`src/assert_macros.svh`:
```
// assertion macros used by the rtl top level of the vertex and edge store
`ifndef ASSERT_MACROS_SVH
`define ASSERT_MACROS_SVH
`ifndef SYNTHESIS
// same-cycle implication, checked out of reset
`define GGE_ASSERT_IMPL(label, clk, rst_n, ante, cons, msg) \
    label: assert property (@(posedge clk) disable iff (!rst_n) (ante) |-> (cons)) \
        else $error(msg);
// next-cycle implication, checked out of reset
`define GGE_ASSERT_NEXT(label, clk, rst_n, ante, cons, msg) \
    label: assert property (@(posedge clk) disable iff (!rst_n) (ante) |=> (cons)) \
        else $error(msg);
`else
`define GGE_ASSERT_IMPL(label, clk, rst_n, ante, cons, msg)
`define GGE_ASSERT_NEXT(label, clk, rst_n, ante, cons, msg)
`endif
`endif

```
`src/gge_pkg.sv`:
```
// types, constants and helpers of the grid graph vertex and edge store
package gge_pkg;

    localparam int MAX_VERTICES  = 64;
    localparam int COORD_BITS    = 16;
    localparam int SLOT_BITS     = (MAX_VERTICES > 1) ? $clog2(MAX_VERTICES) : 1;
    localparam int CNT_BITS      = $clog2(MAX_VERTICES + 1);
    localparam int KIND_BITS     = 2;
    localparam int LINK_BITS     = 4;
    localparam int REQ_BITS      = 3;
    localparam int STATUS_BITS   = 3;
    localparam int SLOT_OUT_BITS = 6;
    localparam int ENTRY_BITS    = 2 * COORD_BITS + KIND_BITS + LINK_BITS;

    typedef logic [COORD_BITS-1:0]    t_coord;
    typedef logic [KIND_BITS-1:0]     t_kind;
    typedef logic [LINK_BITS-1:0]     t_links;
    typedef logic [SLOT_BITS-1:0]     t_slot;
    typedef logic [CNT_BITS-1:0]      t_cnt;
    typedef logic [SLOT_OUT_BITS-1:0] t_slot_out;
    typedef logic [REQ_BITS-1:0]      t_req;
    typedef logic [STATUS_BITS-1:0]   t_status;

    // one table entry as held in the slot memory
    typedef struct packed {
        t_coord x;
        t_coord y;
        t_kind  kind;
        t_links links;
    } t_entry;

    // result of the shared compare unit
    typedef struct packed {
        logic   eq_to;
        logic   eq_key2;
        t_links dir;
    } t_match;

    typedef enum logic [REQ_BITS-1:0] {
        REQ_ADD_VERTEX = 3'd0,
        REQ_ADD_EDGE   = 3'd1,
        REQ_REM_VERTEX = 3'd2,
        REQ_REM_EDGE   = 3'd3,
        REQ_CHG_KIND   = 3'd4,
        REQ_FIND       = 3'd5
    } t_req_e;

    typedef enum logic [STATUS_BITS-1:0] {
        ST_GOOD      = 3'd0,
        ST_NOT_FOUND = 3'd1,
        ST_EXISTS    = 3'd2,
        ST_NOT_ADJ   = 3'd3,
        ST_FULL      = 3'd4
    } t_status_e;

    // direction bits of the link field
    localparam t_links DIR_NONE = 4'b0000;
    localparam t_links DIR_XP   = 4'b0001;
    localparam t_links DIR_XM   = 4'b0010;
    localparam t_links DIR_YP   = 4'b0100;
    localparam t_links DIR_YM   = 4'b1000;

    // slot number onto the fixed-width result field
    function automatic t_slot_out slot_to_out(t_slot s);
        logic [SLOT_BITS+SLOT_OUT_BITS-1:0] w;
        w = (SLOT_BITS + SLOT_OUT_BITS)'(s);
        return w[SLOT_OUT_BITS-1:0];
    endfunction

endpackage

```
`src/gge_req_if.sv`:
```
// request channel of the vertex and edge store
interface gge_req_if;
    import gge_pkg::*;

    logic   valid;
    logic   ready;
    t_req   req_type;
    t_coord first_x;
    t_coord first_y;
    t_coord second_x;
    t_coord second_y;
    t_kind  cell_kind;

    modport source (
        output valid, req_type, first_x, first_y, second_x, second_y, cell_kind,
        input  ready
    );
    modport sink (
        input  valid, req_type, first_x, first_y, second_x, second_y, cell_kind,
        output ready
    );
endinterface

```
`src/gge_rsp_if.sv`:
```
// response channel of the vertex and edge store
interface gge_rsp_if;
    import gge_pkg::*;

    logic      valid;
    logic      ready;
    t_status   status;
    t_slot_out slot_index;

    modport source (
        output valid, status, slot_index,
        input  ready
    );
    modport sink (
        input  valid, status, slot_index,
        output ready
    );
endinterface

```
`src/grid_graph_vertex_edge_store_top.sv`:
```
// top level of the grid graph vertex and edge store with its request sequencer
//
// Requests arrive on i_req (valid/ready): add vertex, add edge, remove vertex,
// remove edge, change type and find. Every request gives exactly one beat on
// o_rsp carrying a status and, for a successful find, the slot index.
// The table holds MAX_VERTICES slots in one ram; active flags sit in flops.
// Each request scans all slots through the ram read port, one slot a cycle,
// comparing each against both keys in the shared compare unit, then updates
// at most one entry; remove vertex instead runs a second scan that clears
// the links of every active slot that point at the removed vertex.
// One request is worked on at a time; i_req.ready is high only while idle,
// so a new request is taken only once the last one has passed its response
// to the output register.
// A finished response sits in an output register, so the next request is
// accepted while it waits; a stalled receiver holds the sequencer only once
// that next response is ready and the register is still full.
// Reset clears all active flags at once and drops any pending response;
// slot contents need no clearing since inactive slots are never matched.
`include "assert_macros.svh"

module grid_graph_vertex_edge_store_top (
    input  logic      i_clk,
    input  logic      i_rst_n,
    gge_req_if.sink   i_req,
    gge_rsp_if.source o_rsp
);
    import gge_pkg::*;

    typedef enum logic [2:0] {
        S_IDLE,
        S_SCAN,
        S_EXEC,
        S_SCAN2,
        S_RESP
    } t_state;

    t_state            r_state;
    t_req              r_req_type;
    t_coord            r_x1;
    t_coord            r_y1;
    t_coord            r_x2;
    t_coord            r_y2;
    t_kind             r_kind;
    t_cnt              r_cnt;
    logic              r_pend;
    t_slot             r_pend_idx;
    logic              r_found_a;
    logic              r_found_b;
    t_slot             r_a_idx;
    t_entry            r_a_entry;
    logic              r_free_ok;
    t_slot             r_free_idx;
    logic [MAX_VERTICES-1:0] r_active;
    logic              r_wr_en;
    t_slot             r_wr_addr;
    t_entry            r_wr_data;
    t_status_e         r_res_status;
    t_slot_out         r_res_slot;
    logic              r_out_valid;
    t_status_e         r_out_status;
    t_slot_out         r_out_slot;

    logic              rd_en;
    t_slot             rd_addr;
    t_entry            rd_data;
    logic              scan_done;
    t_coord            m_from_x;
    t_coord            m_from_y;
    t_coord            m_to_x;
    t_coord            m_to_y;
    t_match            mt;

    // scan address and end of scan
    assign rd_en     = ((r_state == S_SCAN) || (r_state == S_SCAN2)) &&
                       (r_cnt != CNT_BITS'(MAX_VERTICES));
    assign rd_addr   = r_cnt[SLOT_BITS-1:0];
    assign scan_done = (r_cnt == CNT_BITS'(MAX_VERTICES)) && !r_pend;

    // slot memory
    gge_ram #(
        .WIDTH (ENTRY_BITS),
        .DEPTH (MAX_VERTICES)
    ) u_slot_ram (
        .i_clk     (i_clk),
        .i_wr_en   (r_wr_en),
        .i_wr_addr (r_wr_addr),
        .i_wr_data (r_wr_data),
        .i_rd_en   (rd_en),
        .i_rd_addr (rd_addr),
        .o_rd_data (rd_data)
    );

    // compare unit operands: edge direction while deciding, slot against keys otherwise
    always_comb begin
        if (r_state == S_EXEC) begin
            m_from_x = r_x1;
            m_from_y = r_y1;
            m_to_x   = r_x2;
            m_to_y   = r_y2;
        end else begin
            m_from_x = rd_data.x;
            m_from_y = rd_data.y;
            m_to_x   = r_x1;
            m_to_y   = r_y1;
        end
    end

    gge_match u_match (
        .i_from_x (m_from_x),
        .i_from_y (m_from_y),
        .i_to_x   (m_to_x),
        .i_to_y   (m_to_y),
        .i_key2_x (r_x2),
        .i_key2_y (r_y2),
        .o_match  (mt)
    );

    // channel outputs
    assign i_req.ready        = (r_state == S_IDLE);
    assign o_rsp.valid        = r_out_valid;
    assign o_rsp.status       = r_out_status;
    assign o_rsp.slot_index   = r_out_slot;

    // sequencer state and registered outputs
    always_ff @(posedge i_clk) begin
        if (!i_rst_n) begin
            r_state     <= S_IDLE;
            r_cnt       <= '0;
            r_pend      <= 1'b0;
            r_found_a   <= 1'b0;
            r_found_b   <= 1'b0;
            r_free_ok   <= 1'b0;
            r_active    <= '0;
            r_wr_en     <= 1'b0;
            r_out_valid <= 1'b0;
        end else begin
            r_wr_en <= 1'b0;
            if (o_rsp.ready) begin
                r_out_valid <= 1'b0;
            end
            // read pipeline: the slot read this cycle is compared next cycle
            if (rd_en) begin
                r_cnt      <= r_cnt + CNT_BITS'(1);
                r_pend     <= 1'b1;
                r_pend_idx <= rd_addr;
            end else begin
                r_pend <= 1'b0;
            end

            unique case (r_state)
                S_IDLE: begin
                    if (i_req.valid) begin
                        r_req_type <= i_req.req_type;
                        r_x1       <= i_req.first_x;
                        r_y1       <= i_req.first_y;
                        r_x2       <= i_req.second_x;
                        r_y2       <= i_req.second_y;
                        r_kind     <= i_req.cell_kind;
                        r_cnt      <= '0;
                        r_found_a  <= 1'b0;
                        r_found_b  <= 1'b0;
                        r_free_ok  <= 1'b0;
                        r_state    <= S_SCAN;
                    end
                end
                S_SCAN: begin
                    // lowest free slot
                    if (rd_en && !r_active[rd_addr] && !r_free_ok) begin
                        r_free_ok  <= 1'b1;
                        r_free_idx <= rd_addr;
                    end
                    // first match of the source key, any match of the second key
                    if (r_pend && r_active[r_pend_idx]) begin
                        if (mt.eq_to && !r_found_a) begin
                            r_found_a <= 1'b1;
                            r_a_idx   <= r_pend_idx;
                            r_a_entry <= rd_data;
                        end
                        if (mt.eq_key2) begin
                            r_found_b <= 1'b1;
                        end
                    end
                    if (scan_done) begin
                        r_state <= S_EXEC;
                    end
                end
                S_EXEC: begin
                    r_res_status <= ST_GOOD;
                    r_res_slot   <= '0;
                    r_state      <= S_RESP;
                    case (r_req_type) inside
                        REQ_ADD_VERTEX: begin
                            if (r_found_a) begin
                                r_res_status <= ST_EXISTS;
                            end else if (!r_free_ok) begin
                                r_res_status <= ST_FULL;
                            end else begin
                                r_wr_en              <= 1'b1;
                                r_wr_addr            <= r_free_idx;
                                r_wr_data.x          <= r_x1;
                                r_wr_data.y          <= r_y1;
                                r_wr_data.kind       <= r_kind;
                                r_wr_data.links      <= DIR_NONE;
                                r_active[r_free_idx] <= 1'b1;
                            end
                        end
                        REQ_ADD_EDGE, REQ_REM_EDGE: begin
                            r_wr_addr <= r_a_idx;
                            r_wr_data <= r_a_entry;
                            if (!r_found_a || !r_found_b) begin
                                r_res_status <= ST_NOT_FOUND;
                            end else if (r_req_type == REQ_ADD_EDGE) begin
                                if (mt.dir == DIR_NONE) begin
                                    r_res_status <= ST_NOT_ADJ;
                                end else if ((r_a_entry.links & mt.dir) != DIR_NONE) begin
                                    r_res_status <= ST_EXISTS;
                                end else begin
                                    r_wr_en         <= 1'b1;
                                    r_wr_data.links <= r_a_entry.links | mt.dir;
                                end
                            end else begin
                                if ((r_a_entry.links & mt.dir) == DIR_NONE) begin
                                    r_res_status <= ST_NOT_FOUND;
                                end else begin
                                    r_wr_en         <= 1'b1;
                                    r_wr_data.links <= r_a_entry.links & ~mt.dir;
                                end
                            end
                        end
                        REQ_REM_VERTEX: begin
                            if (!r_found_a) begin
                                r_res_status <= ST_NOT_FOUND;
                            end else begin
                                r_active[r_a_idx] <= 1'b0;
                                r_cnt             <= '0;
                                r_state           <= S_SCAN2;
                            end
                        end
                        REQ_CHG_KIND: begin
                            if (!r_found_a) begin
                                r_res_status <= ST_NOT_FOUND;
                            end else begin
                                r_wr_en        <= 1'b1;
                                r_wr_addr      <= r_a_idx;
                                r_wr_data      <= r_a_entry;
                                r_wr_data.kind <= r_kind;
                            end
                        end
                        REQ_FIND: begin
                            if (!r_found_a) begin
                                r_res_status <= ST_NOT_FOUND;
                            end else begin
                                r_res_slot <= slot_to_out(r_a_idx);
                            end
                        end
                        default: begin
                        end
                    endcase
                end
                S_SCAN2: begin
                    // drop links that point at the removed vertex
                    if (r_pend && r_active[r_pend_idx] &&
                        ((rd_data.links & mt.dir) != DIR_NONE)) begin
                        r_wr_en         <= 1'b1;
                        r_wr_addr       <= r_pend_idx;
                        r_wr_data       <= rd_data;
                        r_wr_data.links <= rd_data.links & ~mt.dir;
                    end
                    if (scan_done) begin
                        r_state <= S_RESP;
                    end
                end
                S_RESP: begin
                    if (!r_out_valid || o_rsp.ready) begin
                        r_out_valid  <= 1'b1;
                        r_out_status <= r_res_status;
                        r_out_slot   <= r_res_slot;
                        r_state      <= S_IDLE;
                    end
                end
                default: begin
                    r_state <= S_IDLE;
                end
            endcase
        end
    end

    // checks on the sequencer
    `GGE_ASSERT_IMPL(a_link_wr_active, i_clk, i_rst_n, (r_state == S_SCAN2) && r_wr_en, r_active[r_wr_addr], "link clear written to inactive slot")
    `GGE_ASSERT_IMPL(a_no_rw_clash, i_clk, i_rst_n, rd_en && r_wr_en, rd_addr != r_wr_addr, "ram read and write hit the same slot")
    `GGE_ASSERT_IMPL(a_found_active, i_clk, i_rst_n, (r_state == S_EXEC) && r_found_a, r_active[r_a_idx], "matched slot is not active")
    `GGE_ASSERT_NEXT(a_rem_clears, i_clk, i_rst_n, (r_state == S_EXEC) && (r_req_type == REQ_REM_VERTEX) && r_found_a, !r_active[r_a_idx] && (r_state == S_SCAN2), "removed vertex still active")

endmodule

```
`src/gge_ram.sv`:
```
// generic single write, single read ram with registered read data
module gge_ram #(
    parameter int WIDTH = 8,
    parameter int DEPTH = 64
) (
    input  logic                                  i_clk,
    input  logic                                  i_wr_en,
    input  logic [((DEPTH > 1) ? $clog2(DEPTH) : 1)-1:0] i_wr_addr,
    input  logic [WIDTH-1:0]                      i_wr_data,
    input  logic                                  i_rd_en,
    input  logic [((DEPTH > 1) ? $clog2(DEPTH) : 1)-1:0] i_rd_addr,
    output logic [WIDTH-1:0]                      o_rd_data
);
    logic [WIDTH-1:0] r_mem [DEPTH];
    logic [WIDTH-1:0] r_rd_data;

    // write port and registered read port
    always_ff @(posedge i_clk) begin
        if (i_wr_en) begin
            r_mem[i_wr_addr] <= i_wr_data;
        end
        if (i_rd_en) begin
            r_rd_data <= r_mem[i_rd_addr];
        end
    end

    assign o_rd_data = r_rd_data;
endmodule

```
`src/gge_match.sv`:
```
// shared compare unit: coordinate equality and grid direction
module gge_match (
    input  gge_pkg::t_coord i_from_x,
    input  gge_pkg::t_coord i_from_y,
    input  gge_pkg::t_coord i_to_x,
    input  gge_pkg::t_coord i_to_y,
    input  gge_pkg::t_coord i_key2_x,
    input  gge_pkg::t_coord i_key2_y,
    output gge_pkg::t_match o_match
);
    import gge_pkg::*;

    logic [COORD_BITS:0] from_x_p1;
    logic [COORD_BITS:0] from_y_p1;
    logic [COORD_BITS:0] to_x_p1;
    logic [COORD_BITS:0] to_y_p1;
    logic                same_x;
    logic                same_y;
    t_links              dir;

    // neighbour offsets in one extra bit so they never wrap
    assign from_x_p1 = {1'b0, i_from_x} + (COORD_BITS + 1)'(1);
    assign from_y_p1 = {1'b0, i_from_y} + (COORD_BITS + 1)'(1);
    assign to_x_p1   = {1'b0, i_to_x} + (COORD_BITS + 1)'(1);
    assign to_y_p1   = {1'b0, i_to_y} + (COORD_BITS + 1)'(1);
    assign same_x    = (i_from_x == i_to_x);
    assign same_y    = (i_from_y == i_to_y);

    // key equality
    assign o_match.eq_to   = same_x && same_y;
    assign o_match.eq_key2 = (i_from_x == i_key2_x) && (i_from_y == i_key2_y);
    assign o_match.dir     = dir;

    // direction from the first point to the second one
    always_comb begin
        dir = DIR_NONE;
        if (same_y) begin
            if ({1'b0, i_to_x} == from_x_p1) begin
                dir = DIR_XP;
            end else if ({1'b0, i_from_x} == to_x_p1) begin
                dir = DIR_XM;
            end
        end else if (same_x) begin
            if ({1'b0, i_to_y} == from_y_p1) begin
                dir = DIR_YP;
            end else if ({1'b0, i_from_y} == to_y_p1) begin
                dir = DIR_YM;
            end
        end
    end
endmodule

```
`src/flat_wrapper.sv`:
```
// flat-port wrapper written by rule: the top's interface ports become plain ports
module grid_graph_vertex_edge_store_top_flat import gge_pkg::*;
  (i_clk, i_rst_n, i_req_valid, i_req_req_type, i_req_first_x, i_req_first_y, i_req_second_x, i_req_second_y, i_req_cell_kind, i_req_ready, o_rsp_valid, o_rsp_status, o_rsp_slot_index, o_rsp_ready);
  gge_req_if i_req_i ();
  gge_rsp_if o_rsp_i ();
  input  logic i_clk;
  input  logic i_rst_n;
  input wire logic [$bits(i_req_i.valid)-1:0] i_req_valid;
  input wire logic [$bits(i_req_i.req_type)-1:0] i_req_req_type;
  input wire logic [$bits(i_req_i.first_x)-1:0] i_req_first_x;
  input wire logic [$bits(i_req_i.first_y)-1:0] i_req_first_y;
  input wire logic [$bits(i_req_i.second_x)-1:0] i_req_second_x;
  input wire logic [$bits(i_req_i.second_y)-1:0] i_req_second_y;
  input wire logic [$bits(i_req_i.cell_kind)-1:0] i_req_cell_kind;
  output wire logic [$bits(i_req_i.ready)-1:0] i_req_ready;
  output wire logic [$bits(o_rsp_i.valid)-1:0] o_rsp_valid;
  output wire logic [$bits(o_rsp_i.status)-1:0] o_rsp_status;
  output wire logic [$bits(o_rsp_i.slot_index)-1:0] o_rsp_slot_index;
  input wire logic [$bits(o_rsp_i.ready)-1:0] o_rsp_ready;
  assign i_req_i.valid = i_req_valid;
  assign i_req_i.req_type = i_req_req_type;
  assign i_req_i.first_x = i_req_first_x;
  assign i_req_i.first_y = i_req_first_y;
  assign i_req_i.second_x = i_req_second_x;
  assign i_req_i.second_y = i_req_second_y;
  assign i_req_i.cell_kind = i_req_cell_kind;
  assign i_req_ready = i_req_i.ready;
  assign o_rsp_valid = o_rsp_i.valid;
  assign o_rsp_status = o_rsp_i.status;
  assign o_rsp_slot_index = o_rsp_i.slot_index;
  assign o_rsp_i.ready = o_rsp_ready;
  grid_graph_vertex_edge_store_top u_core (.i_clk(i_clk), .i_rst_n(i_rst_n), .i_req(i_req_i), .o_rsp(o_rsp_i));
endmodule
```
`config.mk`:
```
export PLATFORM = sky130hd
export DESIGN_NAME = grid_graph_vertex_edge_store_top_flat
export DESIGN_NICKNAME = d
export VERILOG_FILES = /design/src/gge_pkg.sv /design/src/gge_req_if.sv /design/src/gge_rsp_if.sv /design/src/grid_graph_vertex_edge_store_top.sv /design/src/gge_ram.sv /design/src/gge_match.sv /design/src/flat_wrapper.sv
export VERILOG_INCLUDE_DIRS = /design/src /design/src/src
export SDC_FILE = /design/constraint.sdc
export NUM_CORES = 2
export LEC_CHECK = 0
export BUFFER_PORTS_ARGS = -buffer_cell sky130_fd_sc_hd__buf_2
export CORE_MARGIN = 2
export CORE_UTILIZATION = 60
export CTS_CLUSTER_DIAMETER = 60
export DETAILED_ROUTE_END_ITERATION = 10
export PLACE_DENSITY = 0.76
export SLEW_MARGIN = 40
export SYNTH_ARGS = -nofsm -noshare
export SYNTH_HDL_FRONTEND = slang
export SYNTH_SLANG_ARGS = --single-unit
```
`constraint.sdc`:
```
create_clock -name i_clk -period 9.5 [get_ports i_clk]
set_input_delay 0.95 -clock i_clk [delete_from_list [all_inputs] [get_ports i_clk]]
set_output_delay 0.95 -clock i_clk [all_outputs]
set_load 0.01 [all_outputs]
```
==> run metrics <==
count leader, synth edfxtp_1; worst vdd ir 0.2657 mV; reg2reg start u_core.r_state[1]$_SDFFE_PN0P_; DP Cell Count 7217; syn avg cell area 20.95 sq um; global-route wire length before repair 381.9 mm; Max transition margin 41.16%; Final Hold Vio Count 0; Synth Register Bits 2601; area of the multi-input gates 26190 sq um; worst reg-to-reg path cell count 17; TritonCTS clock tree done; RSZ-0062 raised after global routing no; Clock Sinks 2601; Worst-Skew Late Latency 0.88 ns; post-route ant nets 0; crit end category flip-flop; Post-DP Area 108100 sq um; Crit. Startpoint u_core.r_state[1]$_SDFFE_PN0P_; DRC 0; layout cells sized above 1 27.73%; run status complete, no violations; internal reg-to-reg setup slack 3.59 ns; Max Slew Vio Count 0; Max Cap Viol 0; total number of vias 53780; area growth from synthesis to layout 11.30%; area occupied by registers 77320 sq um; Pwr Density 230.0 nW/um^2; period utilisation layout 62.25%; YS warnings 0; Post-CTS Setup Inserts 0; fin cells 7670; grt ovf 0; DIE AREA 177000 sq um; setup TNS 0 ns; Hold Path Depth 1; syn nets 5052; cell area after synthesis 104200 sq um; post-synthesis cell count 4973; Initial DRC Count 7407; CTS max path bufs 3; Leak Pwr 34.96 nW; Critical Path End u_core.r_wr_data[6]$_DFFE_PP_; CTS buffer count 240; # port buffers 81; Post-synth EDFFs 2521; Yosys top cell area share 72.67%; RR Endpoint u_core.r_wr_data[6]$_DFFE_PP_; GRT Total Usage 30.31%; Setup violations, final 0; fin area 115900 sq um; Initial DRT Pass Iterations 6; Worst Skew 0.03308 ns; sequential fraction of the synthesis area 74.21%; nets 5233; commonest cells in the netlist edfxtp_1 (2521), mux4_2 (798), nand2_1 (244), clkbuf_1 (215), nor2_1 (175); CTS Root Cell clkbuf_16; number of global-route vias before repair 54300; Worst Max-Slew Pin Slew 0.8826 ns; Placer Congestion 0.9126; initial core utilization 60.53%; Cell Rows 152; Hold Startpoint i_req_second_x[12]; dominant cells by area after synthesis edfxtp_1 (73%), mux4_2 (17%), dfxtp_1 (1.5%); DR vias/cell 7.012; FMAX 169.1 MHz; Routed WL per cell 34.35 microns; Die Span Y 420.7 microns; hold buffers post-CTS 0; worst hold path class in -> reg; Post-synth ARST share 0%; CTS clk-pin slew, worst paths 0.06 ns; H-tree depth 4; post-synth cell types 93; Critical Path RT 10.00 ns; I/O pin cnt 84; initial antenna violation count 14; Worst Path Arrival 6.41 ns; HPWL Detailed 138.0 mm; Layout fillers 10210; area leader, netlist edfxtp_1; Crit Path Category reg -> reg; die width 420.7 microns; Tmin final 5.914 ns; CP max FO 42; Gates resized, CTS repair 0; largest net degree at the start of global routing 123; Core Box Area 172100 sq um; Post-synth top flop edfxtp_1; Worst Setup Start Kind flip-flop; Post-Route WL 263.5 mm
## state kept, by name (all words and copies together), names as in the netlist, 7 cells and up
register and count:
u_core.r_y1 16, u_core.u_slot_ram.o_rd_data 36, u_core.r_cnt 7, u_core.r_wr_data 36
u_core.r_active 64, u_core.r_x2 16, u_core.r_x1 16, u_core.r_a_entry 36
u_core.u_slot_ram.r_mem 2304, u_core.r_y2 16
## metrics by stage
step | utilization, % | hold slack [ns] | worst slack (ns) | total power [mW]
after floorplan | - | 0.4003 | 2.671 | 16.24
after global placement | 62.75 | 0.4065 | 3.808 | 17.25
after detailed placement | 62.83 | 0.4128 | 3.738 | 17.32
after CTS | 67.28 | 0.1832 | 3.690 | 26.72
after global routing | 67.36 | 0.2075 | 3.276 | 27.43
final | 67.36 | 0.2441 | 3.586 | 26.66
## how the worst min path moves through the flow
stage,end,slack [ns]
6_report,u_core.r_x2[12]$_DFFE_PP_,0.24
5_1_grt,u_core.r_x2[12]$_DFFE_PP_,0.21
4_1_cts,u_core.r_x2[12]$_DFFE_PP_,0.18
3_5_place_dp,u_core.o_rsp.slot_index[3]$_DFFE_PP_,0.41
3_3_place_gp,u_core.o_rsp.slot_index[3]$_DFFE_PP_,0.41
2_1_floorplan,u_core.o_rsp.slot_index[0]$_DFFE_PP_,0.40
## logic make-up after synthesis
logic type | count (synthesis) | synth area share, %
AO/OA/AOI/OAI | 338 | 2.220
multiplexers | 864 | 17.91
buffers and inverters | 308 | 1.190
AND/OR/NAND/NOR | 750 | 3.501
adder cells (fa/ha/maj) | 6 | 0.07206
XOR/XNOR | 106 | 0.9044
flip-flops | 2601 | 74.21
## routing by layer
metal | wire, microns | vias up | global-route usage [%]
li1 | - | 21210 | -
met1 | 96930 | 28240 | 42.11
met2 | 132200 | 3746 | 49.62
met3 | 26320 | 575 | 5.684
met4 | 8013 | 10 | 9.276
met5 | 64 | - | 0
## cells in the final DEF, fill, tap and decap left out, types with 50 or more instances in the layout
cell type,instances
a21boi_0,68
a31oi_1,51
buf_2,80
buf_4,126
clkbuf_1,57
clkbuf_16,242
clkinv_2,50
dfxtp_1,74
edfxtp_1,2521
mux2i_1,59
mux4_2,798
nand2_1,243
nand3_1,73
nor2_1,111
nor2_4,64
o21ai_0,96
xnor2_1,74
## where the power goes
group          switching (mW)  leakage, nW  internal, mW
Sequential              0.314         23.3          12.8
Clock                    4.25         3.75          5.23
Combinational            2.16         7.88          1.89
## area by class of cell
class / instances / share of cell area [%]
diodes: 2 / 0.004317
clock buffers: 302 / 5.443
clock inverters: 144 / 1.168
inverters: 16 / 0.05180
multi-input cells: 2064 / 22.59
flip-flops and latches: 2601 / 66.69
well taps: 2310 / 2.493
repair buffers: 231 / 1.560
## worst max-delay path, cell delays in order (launching register included)
cell,delay (ns)
dfxtp_1,0.66
or3b_4,0.68
buf_4,0.35
mux2i_4,0.25
inv_1,0.09
ha_1,0.30
nand3_1,0.14
nor4_1,0.46
a2bb2oi_1,0.25
xor2_1,0.26
nor4_1,0.10
nand4_1,0.17
o21bai_1,0.08
nor4_1,0.41
a221o_1,0.36
nand3_1,0.16
a21oi_4,0.16
buf_4,0.52
(Power assumes the default switching activity.)
